===== src/rtl/fact_pkg.sv =====
`timescale 1ns / 1ps

package fact_pkg;

    // fixed field and register widths
    localparam int ADDR_IN_W  = 32;
    localparam int OUT_IDX_W  = 3;
    localparam int POLICY_W   = 2;
    localparam int OFFSET_W   = 5;
    localparam int CFG_IDX_W  = 1;
    localparam int CFG_DATA_W = 5;

    // configuration register indexes
    localparam logic [CFG_IDX_W-1:0] CFG_POLICY = 1'b0;
    localparam logic [CFG_IDX_W-1:0] CFG_OFFSET = 1'b1;

    // replacement policy codes (fifo and the unused code share the age search)
    localparam logic [POLICY_W-1:0] POL_RANDOM = 2'd0;
    localparam logic [POLICY_W-1:0] POL_LRU    = 2'd1;

    // register reset values
    localparam logic [POLICY_W-1:0] POLICY_RESET = POL_LRU;
    localparam logic [OFFSET_W-1:0] OFFSET_RESET = 5'd2;

    // galois lfsr, shifting right
    localparam int              LFSR_W    = 16;
    localparam logic [LFSR_W-1:0] LFSR_SEED = 16'hACE1;
    localparam logic [LFSR_W-1:0] LFSR_TAPS = 16'hB400;

    // control part of the search token that walks the cell chain
    typedef struct packed {
        logic vld;
        logic req;
        logic hit;
        logic free;
    } t_tok_ctl;

    // update broadcast to all cells when a request commits
    typedef struct packed {
        logic inc_all;
        logic touch;
        logic write;
    } t_upd_ctl;

endpackage


===== src/rtl/fully_assoc_cache_tag_store.sv =====
`timescale 1ns / 1ps
// an accepted request beat launches a search token that walks the cell chain one line
// per cycle; a fill into a full store under random replacement then passes through S_MOD
// for the victim remainder; the result register loads when S_DONE commits, which waits
// while a held result is stalled; no new request is taken until the previous one commits
// reset: synchronous active low; clears line valid bits and ages, seeds the lfsr to 0xACE1,
// sets policy to lru and offset to 2; stored addresses are not cleared
module fully_assoc_cache_tag_store #(
    parameter int LINES     = 8,
    parameter int ADDR_BITS = 32,
    parameter int AGE_BITS  = 16
) (
    input  logic                              i_clk,
    input  logic                              i_rst_n,
    input  logic                              i_in_valid,
    output logic                              o_in_stall,
    input  logic                              i_req_type,
    input  logic [fact_pkg::ADDR_IN_W-1:0]    i_address,
    input  logic                              i_cfg_we,
    input  logic [fact_pkg::CFG_IDX_W-1:0]    i_cfg_index,
    input  logic [fact_pkg::CFG_DATA_W-1:0]   i_cfg_data,
    output logic                              o_out_valid,
    input  logic                              i_out_stall,
    output logic                              o_hit,
    output logic [fact_pkg::OUT_IDX_W-1:0]    o_line_index,
    output logic                              o_replaced
);

    localparam int IDX_W = $clog2(LINES);

    // token links, entry 0 is the chain head
    fact_pkg::t_tok_ctl    w_tok      [LINES+1];
    logic [IDX_W-1:0]      w_hit_idx  [LINES+1];
    logic [IDX_W-1:0]      w_free_idx [LINES+1];
    logic [AGE_BITS-1:0]   w_best_age [LINES+1];
    logic [IDX_W-1:0]      w_best_idx [LINES+1];
    logic [ADDR_BITS-1:0]  w_addr     [LINES+1];

    logic [ADDR_BITS-1:0]  w_tag_mask;
    fact_pkg::t_upd_ctl    w_upd;
    logic [IDX_W-1:0]      w_upd_idx;

    // search starts with nothing found and age zero as the best
    assign w_hit_idx[0]  = '0;
    assign w_free_idx[0] = '0;
    assign w_best_age[0] = '0;
    assign w_best_idx[0] = '0;

    fact_ctrl #(
        .LINES      (LINES),
        .ADDR_BITS  (ADDR_BITS)
    ) u_ctrl (
        .i_clk        (i_clk),
        .i_rst_n      (i_rst_n),
        .i_in_valid   (i_in_valid),
        .o_in_stall   (o_in_stall),
        .i_req_type   (i_req_type),
        .i_address    (i_address),
        .i_cfg_we     (i_cfg_we),
        .i_cfg_index  (i_cfg_index),
        .i_cfg_data   (i_cfg_data),
        .o_out_valid  (o_out_valid),
        .i_out_stall  (i_out_stall),
        .o_hit        (o_hit),
        .o_line_index (o_line_index),
        .o_replaced   (o_replaced),
        .o_tok        (w_tok[0]),
        .o_addr       (w_addr[0]),
        .o_tag_mask   (w_tag_mask),
        .i_tok        (w_tok[LINES]),
        .i_hit_idx    (w_hit_idx[LINES]),
        .i_free_idx   (w_free_idx[LINES]),
        .i_best_idx   (w_best_idx[LINES]),
        .o_upd        (w_upd),
        .o_upd_idx    (w_upd_idx)
    );

    // row of line cells
    for (genvar g = 0; g < LINES; g++) begin : g_cell
        fact_cell #(
            .LINES      (LINES),
            .ADDR_BITS  (ADDR_BITS),
            .AGE_BITS   (AGE_BITS),
            .CELL_IDX   (g)
        ) u_cell (
            .i_clk       (i_clk),
            .i_rst_n     (i_rst_n),
            .i_tok       (w_tok[g]),
            .i_hit_idx   (w_hit_idx[g]),
            .i_free_idx  (w_free_idx[g]),
            .i_best_age  (w_best_age[g]),
            .i_best_idx  (w_best_idx[g]),
            .i_addr      (w_addr[g]),
            .i_tag_mask  (w_tag_mask),
            .o_tok       (w_tok[g+1]),
            .o_hit_idx   (w_hit_idx[g+1]),
            .o_free_idx  (w_free_idx[g+1]),
            .o_best_age  (w_best_age[g+1]),
            .o_best_idx  (w_best_idx[g+1]),
            .o_addr      (w_addr[g+1]),
            .i_upd       (w_upd),
            .i_upd_idx   (w_upd_idx),
            .i_upd_addr  (w_addr[0])
        );
    end

endmodule


===== src/rtl/fact_cell.sv =====
`timescale 1ns / 1ps

module fact_cell #(
    parameter int LINES     = 8,
    parameter int ADDR_BITS = 32,
    parameter int AGE_BITS  = 16,
    parameter int CELL_IDX  = 0,
    localparam int IDX_W    = $clog2(LINES)
) (
    input  logic                  i_clk,
    input  logic                  i_rst_n,
    // token from the previous cell
    input  fact_pkg::t_tok_ctl    i_tok,
    input  logic [IDX_W-1:0]      i_hit_idx,
    input  logic [IDX_W-1:0]      i_free_idx,
    input  logic [AGE_BITS-1:0]   i_best_age,
    input  logic [IDX_W-1:0]      i_best_idx,
    input  logic [ADDR_BITS-1:0]  i_addr,
    input  logic [ADDR_BITS-1:0]  i_tag_mask,
    // token to the next cell
    output fact_pkg::t_tok_ctl    o_tok,
    output logic [IDX_W-1:0]      o_hit_idx,
    output logic [IDX_W-1:0]      o_free_idx,
    output logic [AGE_BITS-1:0]   o_best_age,
    output logic [IDX_W-1:0]      o_best_idx,
    output logic [ADDR_BITS-1:0]  o_addr,
    // commit broadcast
    input  fact_pkg::t_upd_ctl    i_upd,
    input  logic [IDX_W-1:0]      i_upd_idx,
    input  logic [ADDR_BITS-1:0]  i_upd_addr
);

    localparam logic [IDX_W-1:0]    MY_IDX  = IDX_W'(CELL_IDX);
    localparam logic [AGE_BITS-1:0] AGE_MAX = '1;

    logic                 r_valid;
    logic [ADDR_BITS-1:0] r_line_addr;
    logic [AGE_BITS-1:0]  r_age;

    fact_pkg::t_tok_ctl   r_tok,      n_tok;
    logic [IDX_W-1:0]     r_hit_idx,  n_hit_idx;
    logic [IDX_W-1:0]     r_free_idx, n_free_idx;
    logic [AGE_BITS-1:0]  r_best_age, n_best_age;
    logic [IDX_W-1:0]     r_best_idx, n_best_idx;
    logic [ADDR_BITS-1:0] r_addr;

    logic w_match;
    logic w_tgt;

    // tag compare on the masked address bits
    assign w_match = r_valid && (((r_line_addr ^ i_addr) & i_tag_mask) == '0);
    assign w_tgt   = (i_upd_idx == MY_IDX);

    // fold this line into the running search
    always_comb begin
        n_tok      = i_tok;
        n_hit_idx  = i_hit_idx;
        n_free_idx = i_free_idx;
        n_best_age = i_best_age;
        n_best_idx = i_best_idx;
        if (!i_tok.hit && w_match) begin
            n_tok.hit = 1'b1;
            n_hit_idx = MY_IDX;
        end
        if (!i_tok.free && !r_valid) begin
            n_tok.free = 1'b1;
            n_free_idx = MY_IDX;
        end
        if (r_age > i_best_age) begin
            n_best_age = r_age;
            n_best_idx = MY_IDX;
        end
    end

    // token stage, control part
    always_ff @(posedge i_clk) begin
        if (!i_rst_n) begin
            r_tok <= '0;
        end else begin
            r_tok <= n_tok;
        end
    end

    // token stage, payload part
    always_ff @(posedge i_clk) begin
        r_hit_idx  <= n_hit_idx;
        r_free_idx <= n_free_idx;
        r_best_age <= n_best_age;
        r_best_idx <= n_best_idx;
        r_addr     <= i_addr;
    end

    // line valid and age
    always_ff @(posedge i_clk) begin
        if (!i_rst_n) begin
            r_valid <= 1'b0;
            r_age   <= '0;
        end else if (i_upd.write && w_tgt) begin
            r_valid <= 1'b1;
            r_age   <= '0;
        end else if (i_upd.touch && w_tgt) begin
            r_age   <= AGE_BITS'(1);
        end else if ((i_upd.inc_all || i_upd.touch) && (r_age != AGE_MAX)) begin
            r_age   <= r_age + AGE_BITS'(1);
        end
    end

    // stored line address
    always_ff @(posedge i_clk) begin
        if (i_upd.write && w_tgt) begin
            r_line_addr <= i_upd_addr;
        end
    end

    assign o_tok      = r_tok;
    assign o_hit_idx  = r_hit_idx;
    assign o_free_idx = r_free_idx;
    assign o_best_age = r_best_age;
    assign o_best_idx = r_best_idx;
    assign o_addr     = r_addr;

endmodule


===== src/rtl/fact_ctrl.sv =====
`timescale 1ns / 1ps

module fact_ctrl #(
    parameter int LINES     = 8,
    parameter int ADDR_BITS = 32,
    localparam int IDX_W    = $clog2(LINES)
) (
    input  logic                                  i_clk,
    input  logic                                  i_rst_n,
    // request channel
    input  logic                                  i_in_valid,
    output logic                                  o_in_stall,
    input  logic                                  i_req_type,
    input  logic [fact_pkg::ADDR_IN_W-1:0]        i_address,
    // configuration
    input  logic                                  i_cfg_we,
    input  logic [fact_pkg::CFG_IDX_W-1:0]        i_cfg_index,
    input  logic [fact_pkg::CFG_DATA_W-1:0]       i_cfg_data,
    // result channel
    output logic                                  o_out_valid,
    input  logic                                  i_out_stall,
    output logic                                  o_hit,
    output logic [fact_pkg::OUT_IDX_W-1:0]        o_line_index,
    output logic                                  o_replaced,
    // chain head
    output fact_pkg::t_tok_ctl                    o_tok,
    output logic [ADDR_BITS-1:0]                  o_addr,
    output logic [ADDR_BITS-1:0]                  o_tag_mask,
    // chain tail
    input  fact_pkg::t_tok_ctl                    i_tok,
    input  logic [IDX_W-1:0]                      i_hit_idx,
    input  logic [IDX_W-1:0]                      i_free_idx,
    input  logic [IDX_W-1:0]                      i_best_idx,
    // commit broadcast
    output fact_pkg::t_upd_ctl                    o_upd,
    output logic [IDX_W-1:0]                      o_upd_idx
);

    // reciprocal of the line count, exact for every lfsr value
    localparam int RCP_SH = fact_pkg::LFSR_W + IDX_W;
    localparam int RCP_W  = fact_pkg::LFSR_W + 2;
    localparam int PROD_W = fact_pkg::LFSR_W + RCP_W;
    localparam logic [RCP_W-1:0] RCP_M = RCP_W'(((1 << RCP_SH) + LINES - 1) / LINES);

    typedef enum logic [1:0] {
        S_IDLE,
        S_SEARCH,
        S_MOD,
        S_DONE
    } t_state;

    t_state                                r_state;
    logic [fact_pkg::POLICY_W-1:0]         r_policy;
    logic [fact_pkg::OFFSET_W-1:0]         r_offset;
    logic [fact_pkg::LFSR_W-1:0]           r_lfsr;
    fact_pkg::t_tok_ctl                    r_launch;
    logic [ADDR_BITS-1:0]                  r_addr;
    logic                                  r_res_hit;
    logic [IDX_W-1:0]                      r_res_idx;
    logic                                  r_res_repl;
    fact_pkg::t_upd_ctl                    r_upd_pend;
    logic [fact_pkg::LFSR_W-1:0]           r_mod_val;
    logic [PROD_W-1:0]                     r_mod_prod;
    logic                                  r_out_valid;
    logic                                  r_out_hit;
    logic [fact_pkg::OUT_IDX_W-1:0]        r_out_idx;
    logic                                  r_out_repl;

    logic                                  w_accept;
    logic                                  w_commit;
    logic [fact_pkg::LFSR_W-1:0]           w_lfsr_next;
    logic [fact_pkg::LFSR_W-1:0]           w_quot;
    logic [fact_pkg::LFSR_W-1:0]           w_rem;
    logic [IDX_W+fact_pkg::OUT_IDX_W-1:0]  w_idx_ext;

    assign w_accept = i_in_valid && (r_state == S_IDLE);
    assign w_commit = (r_state == S_DONE) && (!r_out_valid || !i_out_stall);

    // lfsr step
    assign w_lfsr_next = (r_lfsr >> 1) ^ (r_lfsr[0] ? fact_pkg::LFSR_TAPS : '0);

    // victim remainder from the registered reciprocal product
    assign w_quot = fact_pkg::LFSR_W'(r_mod_prod >> RCP_SH);
    assign w_rem  = r_mod_val - fact_pkg::LFSR_W'(w_quot * LINES);

    assign w_idx_ext = {{fact_pkg::OUT_IDX_W{1'b0}}, r_res_idx};

    // request sequencer, config registers and result register
    always_ff @(posedge i_clk) begin
        if (!i_rst_n) begin
            r_state     <= S_IDLE;
            r_policy    <= fact_pkg::POLICY_RESET;
            r_offset    <= fact_pkg::OFFSET_RESET;
            r_lfsr      <= fact_pkg::LFSR_SEED;
            r_launch    <= '0;
            r_upd_pend  <= '0;
            r_out_valid <= 1'b0;
        end else begin
            r_launch <= '0;

            if (i_cfg_we) begin
                case (i_cfg_index)
                    fact_pkg::CFG_POLICY: begin
                        r_policy <= i_cfg_data[fact_pkg::POLICY_W-1:0];
                    end
                    fact_pkg::CFG_OFFSET: begin
                        r_offset <= i_cfg_data[fact_pkg::OFFSET_W-1:0];
                    end
                    default: begin
                    end
                endcase
            end

            case (r_state)
                S_IDLE: begin
                    if (w_accept) begin
                        r_launch.vld <= 1'b1;
                        r_launch.req <= i_req_type;
                        r_addr       <= i_address[ADDR_BITS-1:0];
                        r_state      <= S_SEARCH;
                    end
                end
                S_SEARCH: begin
                    if (i_tok.vld) begin
                        r_res_hit  <= 1'b0;
                        r_res_repl <= 1'b0;
                        r_upd_pend <= '0;
                        r_state    <= S_DONE;
                        if (!i_tok.req) begin
                            // lookup
                            r_res_hit        <= i_tok.hit;
                            r_res_idx        <= i_tok.hit ? i_hit_idx : '0;
                            r_upd_pend.touch <= i_tok.hit && (r_policy == fact_pkg::POL_LRU);
                        end else if (i_tok.free) begin
                            // fill into a free line
                            r_res_idx        <= i_free_idx;
                            r_upd_pend.write <= 1'b1;
                        end else begin
                            // fill into a full store
                            r_res_repl       <= 1'b1;
                            r_upd_pend.write <= 1'b1;
                            if (r_policy == fact_pkg::POL_RANDOM) begin
                                r_lfsr     <= w_lfsr_next;
                                r_mod_val  <= w_lfsr_next;
                                r_mod_prod <= PROD_W'(w_lfsr_next) * PROD_W'(RCP_M);
                                r_state    <= S_MOD;
                            end else begin
                                r_res_idx          <= i_best_idx;
                                r_upd_pend.inc_all <= 1'b1;
                            end
                        end
                    end
                end
                S_MOD: begin
                    r_res_idx <= w_rem[IDX_W-1:0];
                    r_state   <= S_DONE;
                end
                S_DONE: begin
                    if (w_commit) begin
                        r_state <= S_IDLE;
                    end
                end
                default: begin
                    r_state <= S_IDLE;
                end
            endcase

            // result register
            if (r_out_valid && !i_out_stall) begin
                r_out_valid <= 1'b0;
            end
            if (w_commit) begin
                r_out_valid <= 1'b1;
                r_out_hit   <= r_res_hit;
                r_out_idx   <= w_idx_ext[fact_pkg::OUT_IDX_W-1:0];
                r_out_repl  <= r_res_repl;
            end
        end
    end

    // tag mask from the offset
    assign o_tag_mask = (int'(r_offset) >= ADDR_BITS) ? '0 :
                        ({ADDR_BITS{1'b1}} << r_offset);

    assign o_in_stall   = (r_state != S_IDLE);
    assign o_out_valid  = r_out_valid;
    assign o_hit        = r_out_hit;
    assign o_line_index = r_out_idx;
    assign o_replaced   = r_out_repl;
    assign o_tok        = r_launch;
    assign o_addr       = r_addr;
    assign o_upd        = w_commit ? r_upd_pend : '0;
    assign o_upd_idx    = r_res_idx;

`ifndef SYNTHESIS
    // no token in the chain while the block is idle
    a_idle_no_tok: assert property (@(posedge i_clk) disable iff (!i_rst_n)
        (r_state == S_IDLE) |-> !i_tok.vld)
        else $error("token in chain while idle");

    // an accepted beat launches a token next cycle
    a_launch: assert property (@(posedge i_clk) disable iff (!i_rst_n)
        (i_in_valid && !o_in_stall) |=> r_launch.vld)
        else $error("accepted beat did not launch");

    // aging of all lines only with a victim write
    a_inc_write: assert property (@(posedge i_clk) disable iff (!i_rst_n)
        o_upd.inc_all |-> (o_upd.write && !o_upd.touch))
        else $error("age increment without fill");

    // an eviction is never reported as a hit
    a_repl_hit: assert property (@(posedge i_clk) disable iff (!i_rst_n)
        (r_out_valid && r_out_repl) |-> !r_out_hit)
        else $error("replaced result marked as hit");

    // remainder stays below the line count
    a_mod_rem: assert property (@(posedge i_clk) disable iff (!i_rst_n)
        (r_state == S_MOD) |-> (w_rem < fact_pkg::LFSR_W'(LINES)))
        else $error("victim remainder out of range");
`endif

endmodule

===== config.mk =====
export PLATFORM = sky130hd
export DESIGN_NAME = fully_assoc_cache_tag_store
export DESIGN_NICKNAME = d
export VERILOG_FILES = /design/src/rtl/fact_pkg.sv /design/src/rtl/fully_assoc_cache_tag_store.sv /design/src/rtl/fact_cell.sv /design/src/rtl/fact_ctrl.sv
export SDC_FILE = /design/constraint.sdc
export NUM_CORES = 1
export LEC_CHECK = 0
export ABC_AREA = 0
export ABC_CLOCK_PERIOD_IN_PS = 4860
export BUFFER_PORTS_ARGS = -buffer_cell sky130_fd_sc_hd__buf_2
export CAP_MARGIN = 20
export CORE_MARGIN = 5
export CORE_UTILIZATION = 35
export CTS_BUF_LIST = sky130_fd_sc_hd__clkbuf_2 sky130_fd_sc_hd__clkbuf_4 sky130_fd_sc_hd__clkbuf_8
export DETAILED_ROUTE_END_ITERATION = 8
export GPL_TIMING_DRIVEN = 0
export PLACE_DENSITY = 0.52
export SLEW_MARGIN = 20
export SYNTH_ARGS = -nofsm -noshare
export SYNTH_HDL_FRONTEND = slang
export SYNTH_SLANG_ARGS = --single-unit

===== constraint.sdc =====
create_clock -name i_clk -period 4.86 [get_ports i_clk]
set_input_delay 0.729 -clock i_clk [delete_from_list [all_inputs] [get_ports i_clk]]
set_output_delay 0.729 -clock i_clk [all_outputs]
set_load 0.03 [all_outputs]

==> results of run 1 <==
## layer usage
metal | share of wire | vias up | GRT usage
met4 | 0.033 | 0 | 0.0626
met3 | 0.054 | 159 | 0.0376
met5 | 0 | - | 0
met1 | 0.46 | 10300 | 0.218
li1 | - | 10100 | -
met2 | 0.45 | 536 | 0.254
## layout make-up
class                           instances  area share
Antenna cell                            6    0.000382
Buffer                                 79      0.0109
Clock buffer                          243      0.0744
Clock inverter                         30     0.00764
Inverter                              139      0.0133
Multi-Input combinational cell       1615       0.310
Sequential cell                       887       0.528
Tap cell                             1276      0.0406
Timing Repair Buffer                   66      0.0150
## stage by stage
step                 util  power (mW)  setup TNS (ps)  cell area [sq um]
floorplan               -        8.92               0              33800
global placement    0.371        9.30         -177550              35700
detailed placement  0.375        9.35               0              36100
CTS                 0.408        16.4               0              39300
global route        0.408        16.9               0              39300
finish              0.408        16.2               0              39300
## worst paths after layout
kind | startpoint | endpoint | depth (start not counted)
max reg2reg | u_ctrl.r_offset[4] | g_cell[2].u_cell.o_hit_idx[0] | 8
min | i_address[12] | u_ctrl.o_addr[12] | 1
max | u_ctrl.r_offset[4] | g_cell[2].u_cell.o_hit_idx[0] | 8
min reg2reg | g_cell[0].u_cell.o_addr[31] | g_cell[1].u_cell.o_addr[31] | 0
## power groups by stage
stage          Clock [mW]  Sequential (mW)  Combinational (mW)
2_1_floorplan           0             8.39               0.533
3_3_place_gp            0             8.48               0.826
3_5_place_dp            0             8.49               0.856
4_1_cts              7.23             8.34               0.863
5_1_grt              7.59             8.37               0.918
6_report             7.03             8.33               0.860
## cells in the mapped netlist, drive strengths merged, types with 22 or more instances
cell,instances
a211oi,22
a21boi,22
a21o,31
a21oi,54
a221oi,22
and2,29
and3,29
buf,34
clkbuf,45
dfxtp,586
edfxtp,301
ha,126
inv,139
mux2,95
nand2,107
nand3,74
nand4,68
nor2,184
nor2b,37
nor3,27
nor4,24
o21a,22
o21ai,36
o22ai,31
or2,29
xnor2,198
xor2,175
## registers in the layout, indices dropped and copies added (netlist names), 5 cells and up
name	flops
g_cell.u_cell.o_addr	224
g_cell.u_cell.o_best_age	112
g_cell.u_cell.o_best_idx	17
g_cell.u_cell.o_free_idx	17
g_cell.u_cell.o_hit_idx	17
g_cell.u_cell.o_tok	32
g_cell.u_cell.r_age	128
g_cell.u_cell.r_line_addr	256
g_cell.u_cell.r_valid	8
u_ctrl.o_addr	32
u_ctrl.r_lfsr	16
u_ctrl.r_offset	5
## cells by family (layout without fill, tap and decap cells)
family / Yosys count / in the layout
mux: 109 / 109
other cells: 0 / 6
flops: 887 / 887
fa+ha+maj: 126 / 126
compound gates: 348 / 348
buf+inv: 218 / 557
simple gates: 659 / 659
xor+xnor: 373 / 373
## critical path, cell delays in order, from the launching register on
cell	delay (ps)
dfxtp_1	360
buf_6	160
buf_6	180
buf_4	220
nor2_1	170
a221oi_1	580
nand3_1	390
a2111oi_2	880
a21boi_1	160
==> results.cfg, run 1 <==
[route]
ant_nets = 0
drc = 0
routed_wl_mm = 84.5
dr.pass1.iters = 5
avgRoutedWirePerCell_microns = 19.5
via_count = 21100
viasPerCell = 4.86
drt-initial-drc-count = 1326

[global_route]
grt_max_degree = 22
grt_antenna_before_repair = 9
overflow = 0
grt_pass1_vias = 21400
grt_pass1_wl_mm = 128
track_usage = 0.162

[synth]
yosysWarnings = 0
muxShareOfSynthArea = 0.0358
synthSimpleGateAreaFrac = 0.101
synth.distinct_cells = 95
avgSynthCellArea_sq_um = 12.4
ys_seq_area_frac = 0.614
synth.cell_area_sq_um = 33800
synthArstFlopShare = 0
syn_inst = 2720
ys_ff_latch = 887
yosysTopAreaCellShare = 0.347
synth_fp_nets = 2890
yosys_most_used_dff = dfxtp_1
ys_top_cells_by_area = dfxtp_1, edfxtp_1, xnor2_1
yosysTopAreaCell = dfxtp_1
synthAdderAreaFrac = 0.0466
synth_top_family_by_area = simple AND/OR/NAND/NOR gates
synth_xor_area_frac = 0.0966
synth-edff-count = 301
synth_compound_area_frac = 0.0783

[layout]
final_nets = 3108
fin_cells = 4341
regArea_sq_um = 20800
multiInputGateArea_sq_um = 12200
final_common_cell = dfxtp_1
drive_above_1_share = 0.179
fillers = 9108
layout_common_cells = dfxtp_1, edfxtp_1, xnor2_1, nor2_1, clkbuf_8
area_delta_synth_final_pct = 16.3

[setup_path]
crit_fanout = 10
cp-end-kind = flop
critPathRequiredTime_ps = 5520
ff2ff_setup_slack_ps = 1580
worstSetupPathType = reg -> reg
start_kind = flop
cp.arrival_ps = 3930

[run_status]
status = completed

[sta]
fmax_ghz = 0.305
hold_violations = 0
finalCritPeriodShare = 0.675
worst_slew_pin_slew_ps = 1200
hold_ws_ps = 98.8
timing.slew.headroom = 0.195
skew_ps = 45.6
setup_violations = 0
worst_slack_ps = 1580
rsz0062_at_grt = no
finalCriticalPeriod_ps = 3280
finalMaxSlewViolations = 0

[placement]
dp_hpwl_mm = 60.8
port_buffers = 49
pre_cts_slack_ps = 1460
place_congestion = 0.846
place_inst = 4062

[clocking]
cts_buffer_depth = 3
hold_buffers = 0
clockRootBuffer = clkbuf_8
cts_tree = done
cts_max_level = 4
cts.clk_slew.worst_paths_ps = 60
numCtsBuffers = 150
post_cts_buffers = 0
clk_latency_ps = 810
cts_resized = 0
cts.sinks = 887

[die]
die_width_microns = 321
boundaryPins = 51
die_h_microns = 321
rows = 114
core_sq_um = 96300
initial_core_util = 0.351
die-area_sq_um = 103000

[hold_path]
min_path_type = in -> reg

[job]
drv_cap = 0

[pwr]
swShare = 0.239
vdd_drop_max_mv = 0.235
power_density_nw_per_um2 = 412
p_seq_frac = 0.514
power_switching_mw = 3.88
leakagePower_nw = 14.7
p_clk_frac = 0.433
combinationalPowerShare = 0.053
internal_power_mw = 12.3
No activity file was read; power rests on OpenSTA's default activity.
==> run 2, diff against run 1 <==
Settings changed: ABC_AREA 0 to 1, ABC_CLOCK_PERIOD_IN_PS 4860 to 2700.
Clock period 4.86 ns to 2.7 ns, I/O delays scaled along.
==> run 2 against run 1 <==
  * Worst setup slack got worse by 1400 ps
  * Final area is 6.0% higher
  * Count of clock-buffer cells in the layout down 6
  * Sequential power is 78% higher
  * Total power grew 76%
  * Register-to-register slack got worse by 1400 ps
  * First-iteration DRC count increased by 22%
  * Clock skew is 10 ps lower
  * Area after synthesis rose by 5.2%
  * Via count increased by 21%
  * Combinational power increased by 79%
  * Critical path depth is 3 higher
  * Critical path type unchanged
  * Largest cell class unchanged
  * Highest routed layer unchanged
==> results.cfg, run 2 <==
[synth]
synthAdderAreaFrac = 0.0443
yosysMostFrequentCell = nand2_1
yosys_most_used_dff = dfxtp_1
ys_ff_latch = 887
synth-edff-count = 301
synth.cell_area_sq_um = 35600
synth_compound_area_frac = 0.0544
syn_inst = 3984
synth_top_family_by_area = simple AND/OR/NAND/NOR gates
ys_top_cells_by_count = nand2_1, dfxtp_1, inv_1
synth_xor_area_frac = 0.0445
ys_top_cells_by_area = dfxtp_1, edfxtp_1, nand2_1
avgSynthCellArea_sq_um = 8.93
ys_seq_area_frac = 0.584
yosysTopAreaCellShare = 0.330
muxShareOfSynthArea = 0
synth_fp_nets = 4154
yosysWarnings = 0
synthSimpleGateAreaFrac = 0.206
synthArstFlopShare = 0
synth.distinct_cells = 36
yosysTopAreaCell = dfxtp_1

[route]
dr.pass1.iters = 5
routed_wl_mm = 87.0
drt-initial-drc-count = 1615
viasPerCell = 4.45
avgRoutedWirePerCell_microns = 15.2
drc = 0
via_count = 25600
ant_nets = 0

[pwr]
leakagePower_nw = 17.5
p_clk_frac = 0.429
swShare = 0.243
combinationalPowerShare = 0.054
power_switching_mw = 6.94
internal_power_mw = 21.6
p_seq_frac = 0.517
power_density_nw_per_um2 = 686
power_mw = 28.6
vdd_drop_max_mv = 0.412

[sta]
rsz0062_at_grt = no
worst_slack_ps = 195
tns_ps = 0
setup_violations = 0
finalCriticalPeriod_ps = 2500
finalCritPeriodShare = 0.928
worst_slew_pin_slew_ps = 711
hold_violations = 0
timing.slew.headroom = 0.526
finalMaxSlewViolations = 0
skew_ps = 35.6
fmax_ghz = 0.399

[setup_path]
cp.arrival_ps = 3190
worstSetupPathType = reg -> reg
cp_slowest_stage_delay_ps = 390
crit_slowest_cell = dfxtp_1
critPathRequiredTime_ps = 3380
cpMostUsedCell = inv_1
start_kind = flop
crit_fanout = 18
cp-end-kind = flop
path_cells = ha_1 > nand3_4 > nor2_4 > buf_4 > buf_12 > inv_1 > nand3_1 > inv_1 > buf_2 > o21ai_0 > nor2_1

[global_route]
overflow = 0
grt_pass1_vias = 24700
grt_antenna_before_repair = 3
track_usage = 0.161
grt_pass1_wl_mm = 136
grt_max_degree = 19

[job]
drv_cap = 0

[clocking]
cts_max_level = 4
clk_latency_ps = 830
clockRootBuffer = clkbuf_8
cts.sinks = 887
cts_buffer_depth = 3
numCtsBuffers = 149
cts_tree = done
cts.clk_slew.worst_paths_ps = 60

[die]
boundaryPins = 51
rows = 117
die_h_microns = 329
initial_core_util = 0.351
die-area_sq_um = 108000
core_sq_um = 101000
die_width_microns = 329

[layout]
layout_common_cells = nand2_1, dfxtp_1, inv_1, nor2_1, edfxtp_1
fin_area_sq_um = 41700
final_nets = 4421
largest_reg_flops = 256
drive_above_1_share = 0.0949
area_delta_synth_final_pct = 17.1
fin_cells = 5742
final_common_cell = nand2_1
top_register = g_cell.u_cell.r_line_addr

[placement]
port_buffers = 50
placed_cell_area_sq_um = 38100
pre_cts_slack_ps = -876
dp_hpwl_mm = 64.1
place_inst = 5419
place_congestion = 0.835

[hold_path]
min_path_type = in -> reg

[run_status]
status = completed
## run 2: changes by cell type in the layout (fill, tap and decap cells not counted), sizes merged, moves of 30 or more
cell and change:
nand2 +879, inv +422, nor2 +270, xnor2 -172, o21ai +154, a21oi +110
mux2 -95, nand3 +87, nor3 +52, dlygate4sd3 +43, nor2b -37, o22ai -30
## run 2: kinds of logic (layout without fill, tap and decap cells)
| kind of cell | count (synthesis) | after routing |
|---|---|---|
| buffers and inverters | 630 | 1018 |
| XOR/XNOR | 181 | 181 |
| adder cells (fa/ha/maj) | 126 | 126 |
| AO/OA/AOI/OAI | 376 | 376 |
| flip-flops | 887 | 887 |
| AND/OR/NAND/NOR | 1784 | 1784 |
| other | 0 | 2 |
## run 2: repair_timing
action,4_1_cts,5_1_grt
hold buffers,43,0
setup endpoints to repair,90,26
endpoints found under the hold margin,44,0
pin swaps,2,2
buffers inserted,3,3
resized for setup,2,5
## run 2: worst max-delay path, delay by kind of cell, from the launching register on
| family | cells | cell delay [ps] |
|---|---|---|
| buffers and inverters | 5 | 800 |
| DFF | 1 | 390 |
| AOI/OAI and AO/OA | 1 | 100 |
| adders and majority gates | 1 | 290 |
| and+or+nand+nor | 4 | 760 |
## run 2: worst paths after layout
check	startpoint	to	slack (ps)	depth (start not counted)
max	u_ctrl.r_state[0]	g_cell[0].u_cell.r_age[12]	200	11
min	i_cfg_data[0]	u_ctrl.r_offset[0]	110	3
max reg2reg	u_ctrl.r_state[0]	g_cell[0].u_cell.r_age[12]	200	11
min reg2reg	g_cell[4].u_cell.o_addr[14]	g_cell[5].u_cell.o_addr[14]	340	0
## run 2: cell type report
type | instances | area (sq um)
Sequential cell | 887 | 20800
Clock inverter | 35 | 280
Clock buffer | 237 | 2840
Tap cell | 1368 | 1710
Timing Repair Buffer | 116 | 1160
Fill cell | 10200 | 59800
Multi-Input combinational cell | 2467 | 12500
Antenna cell | 2 | 5.00
Buffer | 64 | 275
Inverter | 566 | 2120
## run 2: routing by layer
metal  track usage  share of wire  up-vias
li1              -              -    13300
met4        0.0521          0.023        0
met3        0.0265          0.039      141
met2         0.259           0.45      437
met5             0              0        -
met1         0.223           0.48    11700
## run 2: stage by stage
| stage | utilization | hold slack [ps] |
|---|---|---|
| finish | 0.411 | 114 |
| floorplan | - | 344 |
| global placement | 0.370 | 349 |
| detailed placement | 0.375 | 353 |
| CTS | 0.410 | 49.2 |
| global route | 0.411 | 94.3 |
## run 2: power groups by stage
stage          clock network (mW)  registers, mW  logic [mW]
2_1_floorplan                   0           14.9       0.946
3_3_place_gp                    0           15.1        1.45
3_5_place_dp                    0           15.1        1.51
6_report                     12.3           14.8        1.54
5_1_grt                      13.3           14.9        1.75
4_1_cts                      12.7           14.8        1.57
==> run 3, diff against run 2 <==
Settings changed: ABC_CLOCK_PERIOD_IN_PS 2700 to 2560, HOLD_SLACK_MARGIN from default to 0.06, PLACE_DENSITY 0.52 to 0.5.
Clock period 2.7 ns to 2.56 ns, I/O delays scaled along.
==> run 3 against run 2 <==
  * Critical path depth decreased by 7
  * Global-route usage grew 0.41 points
  * Core utilization up 0.22 points
  * Worst setup slack worse by 48 ps
==> results.cfg, run 3 (synthesis results as in run 2) <==
[run_status]
status = completed

[global_route]
overflow = 0
grt_max_degree = 21
grt_pass1_wl_mm = 139
track_usage = 0.165
grt_antenna_before_repair = 5
grt_pass1_vias = 25200

[setup_path]
cp_slowest_stage_delay_ps = 390
r2r-start = u_ctrl.r_state[0]
r2r-end = g_cell[3].u_cell.r_age[2]
ff2ff_setup_slack_ps = 180
path_cells = inv_1 > ha_1 > inv_1 > clkbuf_4
start_kind = flop
crit_slowest_cell = dfxtp_1
cp.arrival_ps = 2030
rr_worst_depth = 8
crit_fanout = 5
cp-end-kind = primary output
critPathRequiredTime_ps = 2180
cpMostUsedCell = inv_1
worstSetupPathType = reg -> out
path_buf_inv = 3
critPathTopFamily = buffers and inverters

[route]
viasPerCell = 4.45
drc = 0
dr.pass1.iters = 5
via_count = 25600
ant_nets = 0
routed_wl_mm = 88.7
avgRoutedWirePerCell_microns = 15.4
drt-initial-drc-count = 1483

[hold_path]
min_delay_path_depth = 3
min_from = i_cfg_we
min_to = u_ctrl.r_offset[3]
min_path_type = in -> reg

[sta]
hold_violations = 0
worst_slack_ps = 147
skew_ps = 44.1
setup_violations = 0
finalCriticalPeriod_ps = 2410
timing.slew.headroom = 0.416
finalCritPeriodShare = 0.943
rsz0062_at_grt = yes
tns_ps = 0
worst_slew_pin_slew_ps = 876
finalMaxSlewViolations = 0
fmax_ghz = 0.414

[die]
rows = 117
initial_core_util = 0.351
boundaryPins = 51
die-area_sq_um = 108000
die_width_microns = 329
core_sq_um = 101000
die_h_microns = 329

[layout]
largest_reg_flops = 256
fin_util = 0.413
top_register = g_cell.u_cell.r_line_addr
drive_above_1_share = 0.0966
final_common_cell = nand2_1
fin_cells = 5747
area_delta_synth_final_pct = 17.7
layout_common_cells = nand2_1, dfxtp_1, inv_1, nor2_1, edfxtp_1
fillers = 10200
final_nets = 4423

[placement]
place_inst = 5420
port_buffers = 50
place_congestion = 0.829
pre_cts_slack_ps = -931
dp_hpwl_mm = 65.1

[clocking]
cts_buffer_depth = 3
clk_latency_ps = 830
numCtsBuffers = 152
cts_max_level = 4
cts.sinks = 887
cts_tree = done
clockRootBuffer = clkbuf_8
cts.clk_slew.worst_paths_ps = 60

[pwr]
vdd_drop_max_mv = 0.503
power_density_nw_per_um2 = 738
leakagePower_nw = 17.5
p_clk_frac = 0.442
p_seq_frac = 0.504
internal_power_mw = 23.5
combinationalPowerShare = 0.053
power_switching_mw = 7.43
swShare = 0.240
power_mw = 30.9

[job]
drv_cap = 0
-- run 3: metal layers --
metal / part of all wire / wire, microns / global-route usage
met1: 0.48 / 42900 / 0.225
met4: 0.027 / 2410 / 0.0581
met5: 0 / 0 / 0
met2: 0.45 / 39600 / 0.265
met3: 0.043 / 3850 / 0.0304
-- run 3: timing repair --
item                       4_1_cts  5_1_grt
resized for setup                4        9
pin swaps                        3        0
hold endpoints to repair        45        0
hold buffers                    44        0
buffers inserted                 3        0
setup endpoints to repair      214       22
-- run 3: worst max-delay path by stage --
stage	startpoint	end	slack, ps	depth (start not counted)
6_report	u_ctrl.r_state[0]	o_in_stall	150	4
5_1_grt	u_ctrl.r_offset[4]	g_cell[4].u_cell.o_hit_idx[1]	-8	11
4_1_cts	u_ctrl.r_state[0]	o_in_stall	50	4
3_5_place_dp	i_out_stall	g_cell[3].u_cell.r_age[2]	-930	9
3_3_place_gp	i_out_stall	g_cell[6].u_cell.r_age[7]	-3290	9
2_1_floorplan	u_ctrl.r_state[0]	g_cell[1].u_cell.r_age[10]	-410	9
-- run 3: final cells by class --
| cell class | instances | area (sq um) | share of cell area |
|---|---|---|---|
| inverter | 566 | 2120 | 0.0507 |
| tap | 1368 | 1710 | 0.0409 |
| timing repair buffer | 115 | 1160 | 0.0277 |
| clock inverter | 40 | 393 | 0.00938 |
| buffer | 64 | 274 | 0.00654 |
| sequential | 887 | 20800 | 0.496 |
| antenna | 2 | 5.00 | 0.000119 |
| multi-input combinational | 2467 | 12500 | 0.299 |
| clock buffer | 238 | 2930 | 0.0700 |
-- run 3: tightest hold or removal path: cells and delay by family --
kind                   cells  cell delay (ps)
AND/OR/NAND/NOR            1              330
AO/OA/AOI/OAI              1              120
buffers and inverters      1              110
-- run 3: stage by stage --
stage,hold WS (ps),instance area [sq um]
6_report,160,41900
5_1_grt,131,41900
4_1_cts,101,41900
3_5_place_dp,353,38100
3_3_place_gp,352,37600
2_1_floorplan,344,35600
-- run 3: power by group through the flow --
stage / logic (mW) / registers [mW] / clock network, mW
CTS: 1.66 / 15.6 / 14.1
finish: 1.65 / 15.6 / 13.7
global route: 1.86 / 15.7 / 14.8
floorplan: 0.997 / 15.7 / 0
global placement: 1.54 / 15.9 / 0
detailed placement: 1.59 / 15.9 / 0
